File: src/hdl/rcap_pkg.sv
`timescale 1ns / 1ps

package rcap_pkg;

    localparam int MAX_CELLS = 64;
    localparam int CELL_W    = $clog2(MAX_CELLS);
    localparam int LEN_W     = CELL_W + 1;
    localparam int HOOD      = 5;
    localparam int DRAW_BITS = 31;
    localparam int GEN_W     = 48;
    localparam int MUL_BITS  = 35;

    localparam logic [MUL_BITS-1:0] GEN_MUL   = 35'h5_DEEC_E66D;
    localparam logic [GEN_W-1:0]    GEN_ADD   = 48'hB;
    localparam logic [15:0]         SEED_LOW  = 16'h330E;
    localparam logic [31:0]         RULE_INIT = 32'd1436965290;
    localparam logic [LEN_W-1:0]    LEN_INIT  = LEN_W'(MAX_CELLS);
    localparam logic [LEN_W-1:0]    LEN_MIN   = LEN_W'(HOOD);
    localparam logic [LEN_W-1:0]    LEN_MAX   = LEN_W'(MAX_CELLS);

    // Command codes
    localparam logic [1:0] CMD_STEP  = 2'd0;
    localparam logic [1:0] CMD_SEED  = 2'd1;
    localparam logic [1:0] CMD_CLEAR = 2'd2;

    // Configuration register indexes
    localparam logic CFG_RULE = 1'b0;
    localparam logic CFG_LEN  = 1'b1;

    typedef struct packed {
        logic [1:0]  command;
        logic [15:0] step_count;
        logic [31:0] seed_value;
    } t_in_word;

    typedef struct packed {
        logic [MAX_CELLS-1:0] cell_pattern;
        logic                 seeded;
    } t_out_word;

    typedef struct packed {
        logic        load;
        logic        start;
        logic [31:0] seed;
    } t_lcg_req;

    typedef struct packed {
        logic                 done;
        logic [DRAW_BITS-1:0] draw;
    } t_lcg_rsp;

endpackage

File: src/hdl/ring_cellular_automaton_prng.sv
`timescale 1ns / 1ps

// Radius-two cellular automaton random generator on a ring of up to 64 cells.
// The cells live in one rotating shift register and are updated one cell per
// cycle, and a step word runs all of its generations before the next word can
// be taken. Seeding runs the 48-bit generator through a bit-serial multiplier
// over the 35-bit multiplier constant, one draw per 31 cells, and fills the
// ring from the draws. Clear empties the ring and the unused code leaves it as
// it is; both go straight on to the result.
// A finished result waits in its own output register, so the next word is
// taken while the previous result is still stalled.

module ring_cellular_automaton_prng (
    input  logic               i_clk,
    input  logic               i_rst_n,
    input  logic               i_in_valid,
    output logic               o_in_stall,
    input  rcap_pkg::t_in_word i_in_word,
    output logic               o_out_valid,
    input  logic               i_out_stall,
    output rcap_pkg::t_out_word o_out_word,
    input  logic               i_cfg_valid,
    output logic               o_cfg_ready,
    input  logic               i_cfg_index,
    input  logic [31:0]        i_cfg_data
);
    import rcap_pkg::*;

    localparam logic [4:0] DRAW_LAST = 5'(DRAW_BITS - 1);

    typedef enum logic [2:0] {
        S_IDLE,
        S_GEN,
        S_MUL,
        S_FILL,
        S_DONE
    } t_state;

    t_state               r_state;
    logic [MAX_CELLS-1:0] r_cells;
    logic [31:0]          r_rule;
    logic [LEN_W-1:0]     r_len;
    logic                 r_seeded;
    logic [15:0]          r_gens;
    logic [CELL_W-1:0]    r_k;
    logic [4:0]           r_dcnt;
    logic [DRAW_BITS-1:0] r_v;
    logic                 r_m1;
    logic                 r_m2;
    logic                 r_w0;
    logic                 r_w1;
    logic                 r_out_valid;
    t_out_word            r_out;

    logic [LEN_W-1:0]     w_len;
    logic [LEN_W-1:0]     w_len_m1;
    logic [LEN_W-1:0]     w_len_m2;
    logic [CELL_W-1:0]    w_last;
    logic [CELL_W-1:0]    w_pen;
    logic [MAX_CELLS-1:0] w_mask;
    logic [MAX_CELLS-1:0] w_shr;
    logic [MAX_CELLS-1:0] w_rot;
    logic                 w_p1;
    logic                 w_p2;
    logic [HOOD-1:0]      w_hood;
    logic                 w_new;
    logic                 w_ins;
    logic                 w_in_acc;
    logic                 w_out_free;
    logic                 w_gen_end;
    t_lcg_req             w_lcg_req;
    t_lcg_rsp             w_lcg_rsp;

    always_comb begin
        if (r_len < LEN_MIN) begin
            w_len = LEN_MIN;
        end else if (r_len > LEN_MAX) begin
            w_len = LEN_MAX;
        end else begin
            w_len = r_len;
        end
    end

    assign w_len_m1 = w_len - LEN_W'(1);
    assign w_len_m2 = w_len - LEN_W'(2);
    assign w_last   = w_len_m1[CELL_W-1:0];
    assign w_pen    = w_len_m2[CELL_W-1:0];

    // Bit 0 of the register always holds the old value of the cell being
    // updated; the new value enters at the top of the ring.
    assign w_shr = {r_cells[MAX_CELLS-1], r_cells[MAX_CELLS-1:1]};

    always_comb begin
        for (int j = 0; j < MAX_CELLS; j++) begin
            w_mask[j] = (LEN_W'(j) < w_len);
            if (CELL_W'(j) == w_last) begin
                w_rot[j] = w_ins;
            end else if (CELL_W'(j) < w_last) begin
                w_rot[j] = w_shr[j];
            end else begin
                w_rot[j] = r_cells[j];
            end
        end
    end

    // Near the end of the ring the right-hand neighbours have already been
    // overwritten, so their old values come from the saved copies.
    always_comb begin
        if (r_k == w_last) begin
            w_p1 = r_w0;
            w_p2 = r_w1;
        end else if (r_k == w_pen) begin
            w_p1 = r_cells[1];
            w_p2 = r_w0;
        end else begin
            w_p1 = r_cells[1];
            w_p2 = r_cells[2];
        end
    end

    assign w_hood     = {w_p2, w_p1, r_cells[0], r_m1, r_m2};
    assign w_new      = r_rule[w_hood];
    assign w_ins      = (r_state == S_FILL) ? r_v[0] : w_new;
    assign w_gen_end  = (r_k == w_last);
    assign w_in_acc   = i_in_valid && (r_state == S_IDLE);
    assign w_out_free = !r_out_valid || !i_out_stall;

    assign w_lcg_req.load  = w_in_acc && (i_in_word.command == CMD_SEED);
    assign w_lcg_req.seed  = i_in_word.seed_value;
    assign w_lcg_req.start = (r_state == S_FILL) && !w_gen_end && (r_dcnt == DRAW_LAST);

    rcap_lcg u_lcg (
        .i_clk   (i_clk),
        .i_rst_n (i_rst_n),
        .i_req   (w_lcg_req),
        .o_rsp   (w_lcg_rsp)
    );

    always_ff @(posedge i_clk) begin
        if (!i_rst_n) begin
            r_state     <= S_IDLE;
            r_cells     <= '0;
            r_rule      <= RULE_INIT;
            r_len       <= LEN_INIT;
            r_seeded    <= 1'b0;
            r_out_valid <= 1'b0;
            r_gens      <= '0;
            r_k         <= '0;
            r_dcnt      <= '0;
        end else begin
            if (i_cfg_valid) begin
                case (i_cfg_index)
                    CFG_RULE: r_rule <= i_cfg_data;
                    CFG_LEN:  r_len  <= i_cfg_data[LEN_W-1:0];
                    default:  r_rule <= r_rule;
                endcase
            end

            if ((r_state == S_DONE) && w_out_free) begin
                r_out_valid <= 1'b1;
            end else if (!i_out_stall) begin
                r_out_valid <= 1'b0;
            end

            case (r_state)
                S_IDLE: begin
                    if (w_in_acc) begin
                        r_k    <= '0;
                        r_dcnt <= '0;
                        r_m1   <= r_cells[w_last];
                        r_m2   <= r_cells[w_pen];
                        r_w0   <= r_cells[0];
                        r_w1   <= r_cells[1];
                        r_gens <= i_in_word.step_count;
                        case (i_in_word.command)
                            CMD_STEP: begin
                                if (i_in_word.step_count == 16'd0) begin
                                    r_state <= S_DONE;
                                end else begin
                                    r_state <= S_GEN;
                                end
                            end
                            CMD_SEED: begin
                                r_seeded <= 1'b1;
                                r_state  <= S_MUL;
                            end
                            CMD_CLEAR: begin
                                r_cells <= '0;
                                r_state <= S_DONE;
                            end
                            default: begin
                                r_state <= S_DONE;
                            end
                        endcase
                    end
                end
                S_GEN: begin
                    r_cells <= w_rot;
                    if (w_gen_end) begin
                        // Old values for the next generation are the new ones.
                        r_k    <= '0;
                        r_m1   <= w_new;
                        r_m2   <= r_cells[w_last];
                        r_w0   <= r_cells[1];
                        r_w1   <= r_cells[2];
                        r_gens <= r_gens - 16'd1;
                        if (r_gens == 16'd1) begin
                            r_state <= S_DONE;
                        end
                    end else begin
                        r_k  <= r_k + CELL_W'(1);
                        r_m1 <= r_cells[0];
                        r_m2 <= r_m1;
                    end
                end
                S_MUL: begin
                    if (w_lcg_rsp.done) begin
                        r_v     <= w_lcg_rsp.draw;
                        r_dcnt  <= '0;
                        r_state <= S_FILL;
                    end
                end
                S_FILL: begin
                    r_cells <= w_rot;
                    r_v     <= r_v >> 1;
                    r_dcnt  <= r_dcnt + 5'd1;
                    if (w_gen_end) begin
                        r_k     <= '0;
                        r_state <= S_DONE;
                    end else begin
                        r_k <= r_k + CELL_W'(1);
                        if (r_dcnt == DRAW_LAST) begin
                            r_state <= S_MUL;
                        end
                    end
                end
                S_DONE: begin
                    if (w_out_free) begin
                        r_out.cell_pattern <= r_cells & w_mask;
                        r_out.seeded       <= r_seeded;
                        r_state            <= S_IDLE;
                    end
                end
                default: begin
                    r_state <= S_IDLE;
                end
            endcase
        end
    end

    assign o_in_stall  = (r_state != S_IDLE);
    assign o_out_valid = r_out_valid;
    assign o_out_word  = r_out;
    assign o_cfg_ready = 1'b1;

endmodule

File: src/hdl/rcap_lcg.sv
`timescale 1ns / 1ps

module rcap_lcg (
    input  logic              i_clk,
    input  logic              i_rst_n,
    input  rcap_pkg::t_lcg_req i_req,
    output rcap_pkg::t_lcg_rsp o_rsp
);
    import rcap_pkg::*;

    localparam logic [5:0] MUL_LAST = 6'(MUL_BITS - 1);

    logic [GEN_W-1:0] r_state;
    logic [GEN_W-1:0] r_acc;
    logic [GEN_W-1:0] r_shift;
    logic [5:0]       r_bit;
    logic             r_busy;
    logic             r_done;
    logic [GEN_W-1:0] w_acc_next;
    logic [GEN_W-1:0] w_seed_state;

    // Shift-and-add over the multiplier constant, one bit per cycle.
    assign w_acc_next   = GEN_MUL[r_bit] ? r_acc + r_shift : r_acc;
    assign w_seed_state = {i_req.seed, SEED_LOW};

    always_ff @(posedge i_clk) begin
        if (!i_rst_n) begin
            r_state <= '0;
            r_bit   <= '0;
            r_busy  <= 1'b0;
            r_done  <= 1'b0;
        end else begin
            r_done <= r_busy && (r_bit == MUL_LAST);
            if (r_busy) begin
                r_acc   <= w_acc_next;
                r_shift <= r_shift << 1;
                r_bit   <= r_bit + 6'd1;
                if (r_bit == MUL_LAST) begin
                    r_state <= w_acc_next;
                    r_busy  <= 1'b0;
                end
            end else if (i_req.load) begin
                r_state <= w_seed_state;
                r_shift <= w_seed_state;
                r_acc   <= GEN_ADD;
                r_bit   <= '0;
                r_busy  <= 1'b1;
            end else if (i_req.start) begin
                r_shift <= r_state;
                r_acc   <= GEN_ADD;
                r_bit   <= '0;
                r_busy  <= 1'b1;
            end
        end
    end

    assign o_rsp.done = r_done;
    assign o_rsp.draw = r_state[GEN_W-1:GEN_W-DRAW_BITS];

endmodule

File: config.mk
export PLATFORM = sky130hd
export DESIGN_NAME = ring_cellular_automaton_prng
export DESIGN_NICKNAME = d
export VERILOG_FILES = /design/src/hdl/rcap_pkg.sv /design/src/hdl/ring_cellular_automaton_prng.sv /design/src/hdl/rcap_lcg.sv
export SDC_FILE = /design/constraint.sdc
export NUM_CORES = 1
export LEC_CHECK = 0
export BUFFER_PORTS_ARGS = -buffer_cell sky130_fd_sc_hd__buf_2
export CORE_UTILIZATION = 40
export DETAILED_ROUTE_END_ITERATION = 6
export PLACE_DENSITY = 0.69
export SETUP_SLACK_MARGIN = 0.3
export SLEW_MARGIN = 20
export SYNTH_ARGS = -nofsm -noshare
export SYNTH_HDL_FRONTEND = slang
export SYNTH_SLANG_ARGS = --single-unit
File: constraint.sdc
create_clock -name i_clk -period 21.3 [get_ports i_clk]
set_clock_uncertainty 0.2 [all_clocks]
set_input_delay 2.13 -clock i_clk [delete_from_list [all_inputs] [get_ports i_clk]]
set_output_delay 2.13 -clock i_clk [all_outputs]
set_load 0.05 [all_outputs]
* Yosys cells after proc, flatten, opt, wreduce, memory -nomap -nowiden
Memories as Yosys holds them, arrays and structs flattened. A register that Yosys moved wholly into a read port is not among the register bits. Cells that the tools add are included.
Word-level totals: bits in registers 387, output and inout port bits 68, input bits 88, logic and storage cells 673, ROM bits 64, memories 1
Memories:
- (name not given) | depth 64, width 1, rd ports 1, clocked after memory_dff 1, wr ports 0, line rcap_lcg.sv:23 | assign w_acc_next = GEN_MUL[r_bit] ? r_acc + r_shift : r_acc;
Operators by class: equality and inequality tests 147, muxes and demuxes 197, reduce and logical (&&, ||, !) cells 100, $lt $le $gt $ge 133, $add $sub $neg 7, bitwise logic cells 2
Operator list (count):
- 2-to-1 mux 48 bit | 10
- AND reduction 4 bit | 65
- less-than comparator 6 x 7 -> 1 bit, first input constant | 32
- equality test 6 bit, first input constant | 32
- != test 3 x 1 -> 1 bit, second input constant | 63
- less-than comparator 6 bit, first input constant | 31
- 2-to-1 mux 1 bit | 149
- 2-to-1 mux 64 bit | 2
- case mux 64 bit (2 select lines) | 1
- less-than comparator 5 x 7 -> 1 bit, first input constant | 16
- equality test 5 x 6 -> 1 bit, first input constant | 16
- less-than comparator 5 x 6 -> 1 bit, first input constant | 16
- AND 64 bit | 1
- case mux 31 bit (2 select lines) | 1
- less-than comparator 4 x 7 -> 1 bit, first input constant | 8
- adder 48 bit | 1
- equality test 4 x 6 -> 1 bit, first input constant | 8
- less-than comparator 4 x 6 -> 1 bit, first input constant | 8
- 2-to-1 mux 6 bit | 7
- 2-to-1 mux 16 bit | 2
- case mux 16 bit (2 select lines) | 1
- 2-to-1 mux 31 bit | 1
- less-than comparator 3 x 7 -> 1 bit, first input constant | 4
- equality test 3 x 6 -> 1 bit, first input constant | 4
- other kinds (52) | 107

* Depth between registers and ports, before layout
Gate-level depths: netlist (run 1).
depth after elaboration 13, mapped depth 23, depth with buffers taken out 18

* Hierarchy
Synthesis (run 1) repeated with hierarchy kept, for this count alone.
Unflattened totals: cell total of the unflattened synthesis 2689, area total of the unflattened synthesis 23897.9 sq um
By module, submodules not included:
- ring_cellular_automaton_prng | instances 1, cells an instance 1566, area each 13912.1 sq um
- rcap_lcg | instances 1, cells an instance 1123, area each 9985.8 sq um

* Worst setup path before layout (run 1)
Ideal clock, no wire load.
path kind input to register, from input i_rst_n, to register r_out (netlist bit o_out_word[0]), enable pin, data required time 20.519 ns, arrival time 7.519 ns, stages on the path 4, buffers on the path 2, slack 13.000 ns, cell sequence clkbuf_1 -> clkbuf_1 -> nand2b_1 -> nor3b_1
On the way: cells in the longest elaborated chain, start to end 1
Ends and longest elaborated chain:
- from (decl) | line ring_cellular_automaton_prng.sv:15 | input logic i_rst_n,
- AND reduction 3 bit (no source line)
- to (decl) | line ring_cellular_automaton_prng.sv:53 | t_out_word r_out;
Every way passes these cells. A chain may end at the register's enable or synchronous reset.

* Worst setup path in the final report (run 1)
from register r_len[5], to register r_cells[10]
On the way: cells in the longest elaborated chain, start to end 12, elaborated cells on any way between the ends 20
Ends and longest elaborated chain:
- from (decl) | line ring_cellular_automaton_prng.sv:42 | logic [LEN_W-1:0] r_len;
- from (signal assigned) | line ring_cellular_automaton_prng.sv:154 | CFG_LEN: r_len <= i_cfg_data[LEN_W-1:0];
- > comparator 7 bit | line ring_cellular_automaton_prng.sv:77 | end else if (r_len > LEN_MAX) begin
- 2-to-1 mux 7 bit | line ring_cellular_automaton_prng.sv:77
- 2-to-1 mux 7 bit (*) | line ring_cellular_automaton_prng.sv:75 | if (r_len < LEN_MIN) begin
- subtractor 6 x 2 -> 6 bit | line ring_cellular_automaton_prng.sv:85 | assign w_len_m2 = w_len - LEN_W'(2);
- equality test 6 bit | line ring_cellular_automaton_prng.sv:112 | end else if (r_k == w_pen) begin
- 2-to-1 mux 1 bit | line ring_cellular_automaton_prng.sv:112
- 2-to-1 mux 1 bit | line ring_cellular_automaton_prng.sv:109 | if (r_k == w_last) begin
- binary-select mux 1 bit (select 5 bit) | line ring_cellular_automaton_prng.sv:122 | assign w_new = r_rule[w_hood];
- 2-to-1 mux 1 bit (not written as such) | line ring_cellular_automaton_prng.sv:122
- 2-to-1 mux 1 bit | line ring_cellular_automaton_prng.sv:123 | assign w_ins = (r_state == S_FILL) ? r_v[0] : w_new;
- 2-to-1 mux 1 bit | line ring_cellular_automaton_prng.sv:96 | if (CELL_W'(j) == w_last) begin
- case mux 64 bit (2 select lines) | line ring_cellular_automaton_prng.sv:165 | case (r_state)
- to (signal assigned) | line ring_cellular_automaton_prng.sv:198 | r_cells <= w_rot;
- to (signal assigned) | line ring_cellular_automaton_prng.sv:224 | r_cells <= w_rot;
- to (decl) | line ring_cellular_automaton_prng.sv:40 | logic [MAX_CELLS-1:0] r_cells;
Every way passes the cells marked *; elsewhere a longest branch is shown, timed or not. The select of a mux whose other input is x is not followed.

==> metrics.yaml, run 1 <==
finish:
  area.growth.synth_to_final_pct: 11.8
  layout-drive-gt1-share_pct: 12.1
  nets: 3023
  seq_area_um2: 9730
  final_common_cell: "nand2_1"
  mostFrequentLayoutCells: "508 x nand2_1, 247 x a21oi_1, 220 x o21ai_0, 218 x nor2_1, 196 x edfxtp_1"
  multi_input_area_um2: 13300
  fillers: 5701
  diodes: 0
  final_util_pct: 45.3
global_route:
  grt_remaining_overflow: 0
  grt_pass1_wl_um: 116000
  antenna_found_initial: 2
  grt_pass1_vias: 20500
  grt_usage_pct: 24.0
  grt_max_degree: 95
drt:
  dr.pass1.iters: 7
  post_drt_wl_per_cell_um: 20.4
  drtIter0Drc: 2671
  postRouteAntennaNets: 0
  wl_um: 75000
  num_vias: 22400
  viasPerCell: 6.10
  remaining_drc_errors: 2
synth:
  synth_edf_count: 196
  yosys_warnings: 0
  ys_seq_area_share_pct: 40.6
  synth_area_per_cell_um2: 8.43
  netlist_area_um2: 23900
  ys.flop_type: "edfxtp_1"
  async_flop_share_pct: 0
  ys_types: 91
  postSynthCellCount: 2840
  synth_nets: 2992
  synth-seq-cells: 388
cts:
  cts_tree: "built"
  path_clk_slew_ns: 0.06
  ctsRootBufferMaster: "clkbuf_16"
  post_cts_resized: 0
  clk-insertion-delay-late_ns: 0.60
  htree_num_levels: 2
  postCtsSetupBuffers: 0
  postCtsHoldBufs: 0
  cts_buffers: 45
  cts_sinks: 388
  clk_path_buf_depth: 3
sta:
  postLayoutSetupSlackWorst_ns: 14.59
  drv_slew: 0
  tightest_slew_ns: 1.04
  post-route-min-period_ns: 6.71
  post-route-period-util_pct: 31.5
  rsz0062_at_grt: "false"
  tns_ns: 0
  hold_violations: 0
  relSlewSlack_pct: 30.7
  setup_viol: 0
  max_freq_mhz: 149
  holdWs_ns: 0.230
setup_path:
  crit_required_ns: 21.53
  crit_arrival_ns: 6.94
  critical_path_class: "reg -> reg"
  endpoint_kind: "flip-flop"
  path_max_fanout: 30
  critPathLaunchType: "flip-flop"
  reg2regPathDepth: 16
die:
  die_area_um2: 60800
  die_h_um: 247
  ios: 156
  start_util_pct: 40.5
  core_area_um2: 59100
  rows: 89
  fp.dieW_um: 247
hold_path:
  hp-class: "reg -> reg"
  whs_path_depth: 0
place:
  hpwlAfterDp_um: 50600
  io_buffer_count: 154
  gp_congestion: 0.974
  dpl_worst_slack_ns: 14.79
outcome:
  outcome: "finished with violations"
  violations: "design-rule violations"
power:
  power_density_nw_per_um2: 81.4
  ir_drop_mv: 0.0617
  p_leak_nw: 9.91
flow_run:
  max_cap_viol_count: 0
power by group:
group	internal (W)	switching (W)	total (W)
sequential	0.000837	0.0000382	0.000876
clock	0.000466	0.000330	0.000796
combinational	0.000156	0.000351	0.000508
total	0.00146	0.000719	0.00218
logic make-up after synthesis:
group / after synthesis / share of synthesized area [%]
other: 1 / 0.0157
buffers and inverters: 252 / 4.09
multiplexers: 122 / 6.50
flip-flops: 388 / 40.6
XOR/XNOR: 53 / 1.94
adder cells (fa/ha/maj): 64 / 3.38
AND/OR/NAND/NOR: 1096 / 20.5
AO/OA/AOI/OAI: 864 / 22.9
per-layer routing:
metal  up-vias  part of all wire (%)  global-route usage (%)  routed length [um]
met5         -                 0.024                       0                  18
met4         4                   4.5                    10.2                3340
met3       238                   9.4                    4.56                7070
met2      1188                    45                    37.0               33400
met1     10600                    42                    32.7               31200
li1      10500                     -                       -                   -
final cells by class:
type | count | share of cell area [%]
Multi-Input combinational cell | 2200 | 49.8
Sequential cell | 388 | 36.4
Clock buffer | 56 | 4.51
Timing Repair Buffer | 196 | 4.07
Tap cell | 773 | 3.61
Clock inverter | 27 | 1.13
Inverter | 40 | 0.570
path summary, 6_finish.rpt:
path / startpoint / end / slack [ns]
min reg2reg: r_seeded$_SDFFE_PN0P_ / o_out_word[0]$_DFFE_PP_ / 0.23
min: r_seeded$_SDFFE_PN0P_ / o_out_word[0]$_DFFE_PP_ / 0.23
max reg2reg: r_len[5]$_SDFFE_PN0P_ / r_cells[10]$_SDFFE_PN0P_ / 14.59
max: r_len[5]$_SDFFE_PN0P_ / r_cells[10]$_SDFFE_PN0P_ / 14.59
state kept, by name, summed over array words and instances (netlist names), named ones only:
register	cells
u_lcg.r_state	48
r_len	7
r_dcnt	5
r_w1	1
r_w0	1
r_m1	1
o_out_valid	1
r_rule	32
o_out_word	65
r_m2	1
u_lcg.r_bit	6
r_state	3
r_gens	16
u_lcg.r_acc	48
u_lcg.r_done	1
u_lcg.r_shift	48
r_cells	64
r_k	6
r_v	31
r_seeded	1
u_lcg.r_busy	1
critical path, stage by stage (launching register included):
cell      delay (ns)
dfxtp_1         0.82
nor3_1          0.13
a21boi_2        0.16
buf_4           0.36
inv_1           0.37
ha_1            0.56
nand2b_1        0.16
o22ai_1         0.14
or3_1           0.74
a221o_1         0.54
nor2_1          0.50
o31a_1          0.27
a211o_1         0.26
a21oi_4         0.08
buf_4           0.23
nor2_2          0.74
a41oi_1         0.24
cell usage after synthesis (21+ instances only):
cell / number / area, um^2
mux4_2: 26 / 586
nand2b_1: 33 / 206
buf_1: 23 / 86.3
o21ai_0: 220 / 1100
ha_1: 63 / 788
nand4_1: 27 / 169
clkbuf_1: 175 / 657
a21oi_1: 248 / 1240
o211ai_1: 32 / 240
o31ai_1: 28 / 210
nor2_1: 219 / 822
a31oi_1: 43 / 269
nor2b_1: 36 / 225
xor2_1: 26 / 228
and3_1: 29 / 181
inv_1: 36 / 135
edfxtp_1: 196 / 5890
o21a_1: 21 / 158
dfxtp_1: 192 / 3840
a211oi_1: 39 / 293
and2_1: 25 / 156
nand2_1: 508 / 1910
nand3_1: 98 / 490
xnor2_1: 27 / 236
mux2i_1: 88 / 881
a21o_1: 38 / 285
nor3_1: 51 / 255
a21boi_0: 31 / 233
stage by stage:
stage	std cells	total power, W	area [um^2]
global placement	3597	0.00138	25300
global route	3680	0.00227	26800
finish	3680	0.00218	26800
CTS	3680	0.00218	26800
floorplan	2840	0.00125	23900
detailed placement	3597	0.00139	25300
(Power assumes the default switching activity.)
==> run 2, diff against run 1 <==
--- a/config.mk
+++ b/config.mk
@@ -8,7 +8,7 @@
 export BUFFER_PORTS_ARGS = -buffer_cell sky130_fd_sc_hd__buf_2
 export CORE_UTILIZATION = 40
 export DETAILED_ROUTE_END_ITERATION = 6
-export PLACE_DENSITY = 0.69
+export PLACE_DENSITY = 0.71
 export SETUP_SLACK_MARGIN = 0.3
 export SLEW_MARGIN = 20
 export SYNTH_ARGS = -nofsm -noshare
==> constraint.sdc (replaced) <==
create_clock -name i_clk -period 5.47 [get_ports i_clk]
set_clock_uncertainty 0.2 [all_clocks]
set_input_delay 0.547 -clock i_clk [delete_from_list [all_inputs] [get_ports i_clk]]
set_output_delay 0.547 -clock i_clk [all_outputs]
set_load 0.05 [all_outputs]
==> run 2 against run 1 <==
Net effect:
- the flow still finishes with violations (design-rule violations)
- sequential cell count did not move
- worst hold slack got worse by 0.22 ns
- non-clock buffer count rose by 36
- via count rose by 0.99%
- critical path depth fell by 1
- first-iteration DRC count rose by 0.34%
- register-to-register slack got worse by 14 ns
- critical endpoint is now r_cells[36]$_SDFFE_PN0P_
- largest power group unchanged
- highest routed layer unchanged
==> metrics.yaml, run 2 (same netlist as run 1, synthesis figures left out) <==
outcome:
  outcome: "finished with violations"  # unchanged
  violations: "design-rule violations"  # unchanged
die:
  fp.dieW_um: 247  # unchanged
  ios: 156  # unchanged
  core_area_um2: 59100  # unchanged
  die_h_um: 247  # unchanged
  start_util_pct: 40.5  # unchanged
  rows: 89  # unchanged
  die_area_um2: 60800  # unchanged
setup_path:
  critPathLaunchType: "flip-flop"  # unchanged
  endpoint_kind: "flip-flop"  # unchanged
  critical_path_class: "reg -> reg"  # unchanged
  path_max_fanout: 26  # was 30
  r2r-start: "r_len[4]$_SDFFE_PN0P_"  # was r_len[5]$_SDFFE_PN0P_
  crit_required_ns: 5.76  # was 21.53 ns
  critPathSlowestCell: "or4_1"  # was dfxtp_1
  reg2reg_to: "r_cells[36]$_SDFFE_PN0P_"  # was r_cells[10]$_SDFFE_PN0P_
  reg2regPathDepth: 15  # was 16
  cp_common_cell: "buf_4"  # unchanged
  path_buf_inv: 2  # was 3
  r2r_slack_ns: 0.64  # was 14.59 ns
  slowest_delay_ns: 0.79  # was 0.82 ns
  critPathTopFamily: "compound AO/OA/AOI/OAI gates"  # was simple AND/OR/NAND/NOR gates
  crit_arrival_ns: 5.12  # was 6.94 ns
  crit_path_start: "r_len[4]$_SDFFE_PN0P_"  # was r_len[5]$_SDFFE_PN0P_
  path_cells: "buf_4, or4_1, o21ai_4, ha_1, xor2_1, o41ai_1, a221oi_2, o211ai_2, o21ai_0, a21oi_1, a211o_1, a21oi_4, buf_4, nor4_1, o31ai_1"  # was nor3_1, a21boi_2, buf_4, inv_1, ha_1, nand2b_1, o22ai_1, or3_1, a221o_1, nor2_1, o31a_1, a211o_1, a21oi_4, buf_4, nor2_2, a41oi_1
drt:
  dr.pass1.iters: 7  # unchanged
  postRouteAntennaNets: 0  # unchanged
  viasPerCell: 6.11  # was 6.10
  remaining_drc_errors: 4  # was 2
  num_vias: 22700  # was 22400
  post_drt_wl_per_cell_um: 20.3  # was 20.4 um
  drtIter0Drc: 2680  # was 2671
  wl_um: 75300  # was 75000 um
finish:
  seq_area_um2: 9740  # was 9730 um^2
  largest_reg_flops: 65  # unchanged
  multi_input_area_um2: 13300  # about the same
  fillers: 5685  # was 5701
  area.growth.synth_to_final_pct: 13.1  # was 11.8%
  nets: 3056  # was 3023
  mostFrequentLayoutCells: "508 x nand2_1, 247 x a21oi_1, 220 x o21ai_0, 218 x nor2_1, 196 x edfxtp_1"  # unchanged
  layout-drive-gt1-share_pct: 12.7  # was 12.1%
  final_util_pct: 45.8  # was 45.3%
  final_common_cell: "nand2_1"  # unchanged
sta:
  hold_violations: 0  # unchanged
  max_freq_mhz: 207  # was 149 MHz
  tns_ns: 0  # unchanged
  drv_slew: 0  # unchanged
  post-route-period-util_pct: 88.2  # was 31.5%
  rsz0062_at_grt: "false"  # unchanged
  relSlewSlack_pct: 29.6  # was 30.7%
  post-route-min-period_ns: 4.83  # was 6.71 ns
  postLayoutSetupSlackWorst_ns: 0.643  # was 14.59 ns
  tightest_slew_ns: 1.06  # was 1.04 ns
  setup_viol: 0  # unchanged
cts:
  htree_num_levels: 2  # unchanged
  clk-insertion-delay-late_ns: 0.60  # about the same
  cts_buffers: 42  # was 45
  ctsRootBufferMaster: "clkbuf_16"  # unchanged
  cts_sinks: 388  # unchanged
  cts_tree: "built"  # unchanged
  postCtsSetupBuffers: 0  # unchanged
  path_clk_slew_ns: 0.06  # about the same
  clk_path_buf_depth: 3  # unchanged
flow_run:
  max_cap_viol_count: 0  # unchanged
hold_path:
  worstHoldStart: "i_cfg_data[12]"  # was r_seeded$_SDFFE_PN0P_
  hp-class: "in -> reg"  # was reg -> reg
  min_to: "r_rule[12]$_SDFFE_PN1P_"  # was o_out_word[0]$_DFFE_PP_
  whs_path_depth: 3  # was 0
power:
  p_leak_nw: 10.1  # was 9.91 nW
  power_density_nw_per_um2: 315  # was 81.4 nW/um^2
  ir_drop_mv: 0.243  # was 0.0617 mV
global_route:
  grt_pass1_wl_um: 118000  # was 116000 um
  antenna_found_initial: 4  # was 2
  grt_max_degree: 113  # was 95
  grt_usage_pct: 24.3  # was 24.0%
  grt_pass1_vias: 21000  # was 20500
  grt_remaining_overflow: 0  # unchanged
place:
  io_buffer_count: 154  # unchanged
  hpwlAfterDp_um: 51000  # was 50600 um
  dpl_worst_slack_ns: 0.556  # was 14.79 ns
  gp_congestion: 0.995  # was 0.974
[run 2: changes by cell type in the layout (fill, tap and decap cells not counted), sizes merged]
cell         previous run  this run
buf                   196       218
dlygate4sd3             0        14
clkinv                 20        13
clkbuf                 56        60
clkinvlp                4         2
diode                   0         1
[run 2: worst max-delay path by stage]
stage / to / slack (ns) / cells past startpoint
3_5_place_dp: r_cells[14]$_SDFFE_PN0P_ / 0.56 / 14
5_1_grt: r_cells[4]$_SDFFE_PN0P_ / 0.33 / 15
3_3_place_gp: r_cells[14]$_SDFFE_PN0P_ / 0.65 / 14
2_1_floorplan: u_lcg.r_acc[0]$_SDFFCE_PN1P_ / 0.34 / 16
4_1_cts: r_cells[14]$_SDFFE_PN0P_ / 0.54 / 14
6_report: r_cells[36]$_SDFFE_PN0P_ / 0.64 / 15
[run 2: cell type report]
cell class	count	area share, %
Inverter	40	0.564
Clock inverter	18	0.846
Multi-Input combinational cell	2200	49.2
Sequential cell	388	36.0
Tap cell	773	3.57
Clock buffer	60	4.67
Timing Repair Buffer	232	5.18
Antenna cell	1	0.00924
[run 2: worst min-delay path: cells and delay by family]
family / cells / cell delay (ns)
simple gates: 2 / 0.12
buf+inv: 1 / 0.08
[run 2: metal layers]
| metal | part of all wire (%) | track usage (%) | vias up |
|---|---|---|---|
| met3 | 9.7 | 5.20 | 254 |
| li1 | - | - | 10500 |
| met1 | 42 | 32.7 | 10700 |
| met2 | 44 | 37.7 | 1177 |
| met5 | 0.043 | 0 | - |
| met4 | 4.3 | 9.82 | 6 |
[run 2: report_power, final]
| group | total (W) | switching (W) | internal (W) |
|---|---|---|---|
| clock network | 0.00310 | 0.00125 | 0.00185 |
| registers | 0.00340 | 0.000143 | 0.00326 |
| logic | 0.00202 | 0.00139 | 0.000629 |
[run 2: through the flow]
stage,hold WS (ns),total power [W],std cells,area [um^2]
global route,0.00735,0.00885,3711,27100
floorplan,0.209,0.00486,2840,24000
detailed placement,0.224,0.00542,3618,25400
finish,0.00741,0.00852,3712,27100
global placement,0.221,0.00541,3618,25400
CTS,0.00178,0.00851,3708,27000
[run 2: what timing repair did]
| item | CTS | global route |
|---|---|---|
| resized for setup | 0 | 2 |
| endpoints found under the setup margin | 0 | 103 |
| hold buffers | 12 | 2 |
| hold endpoints to repair | 12 | 2 |
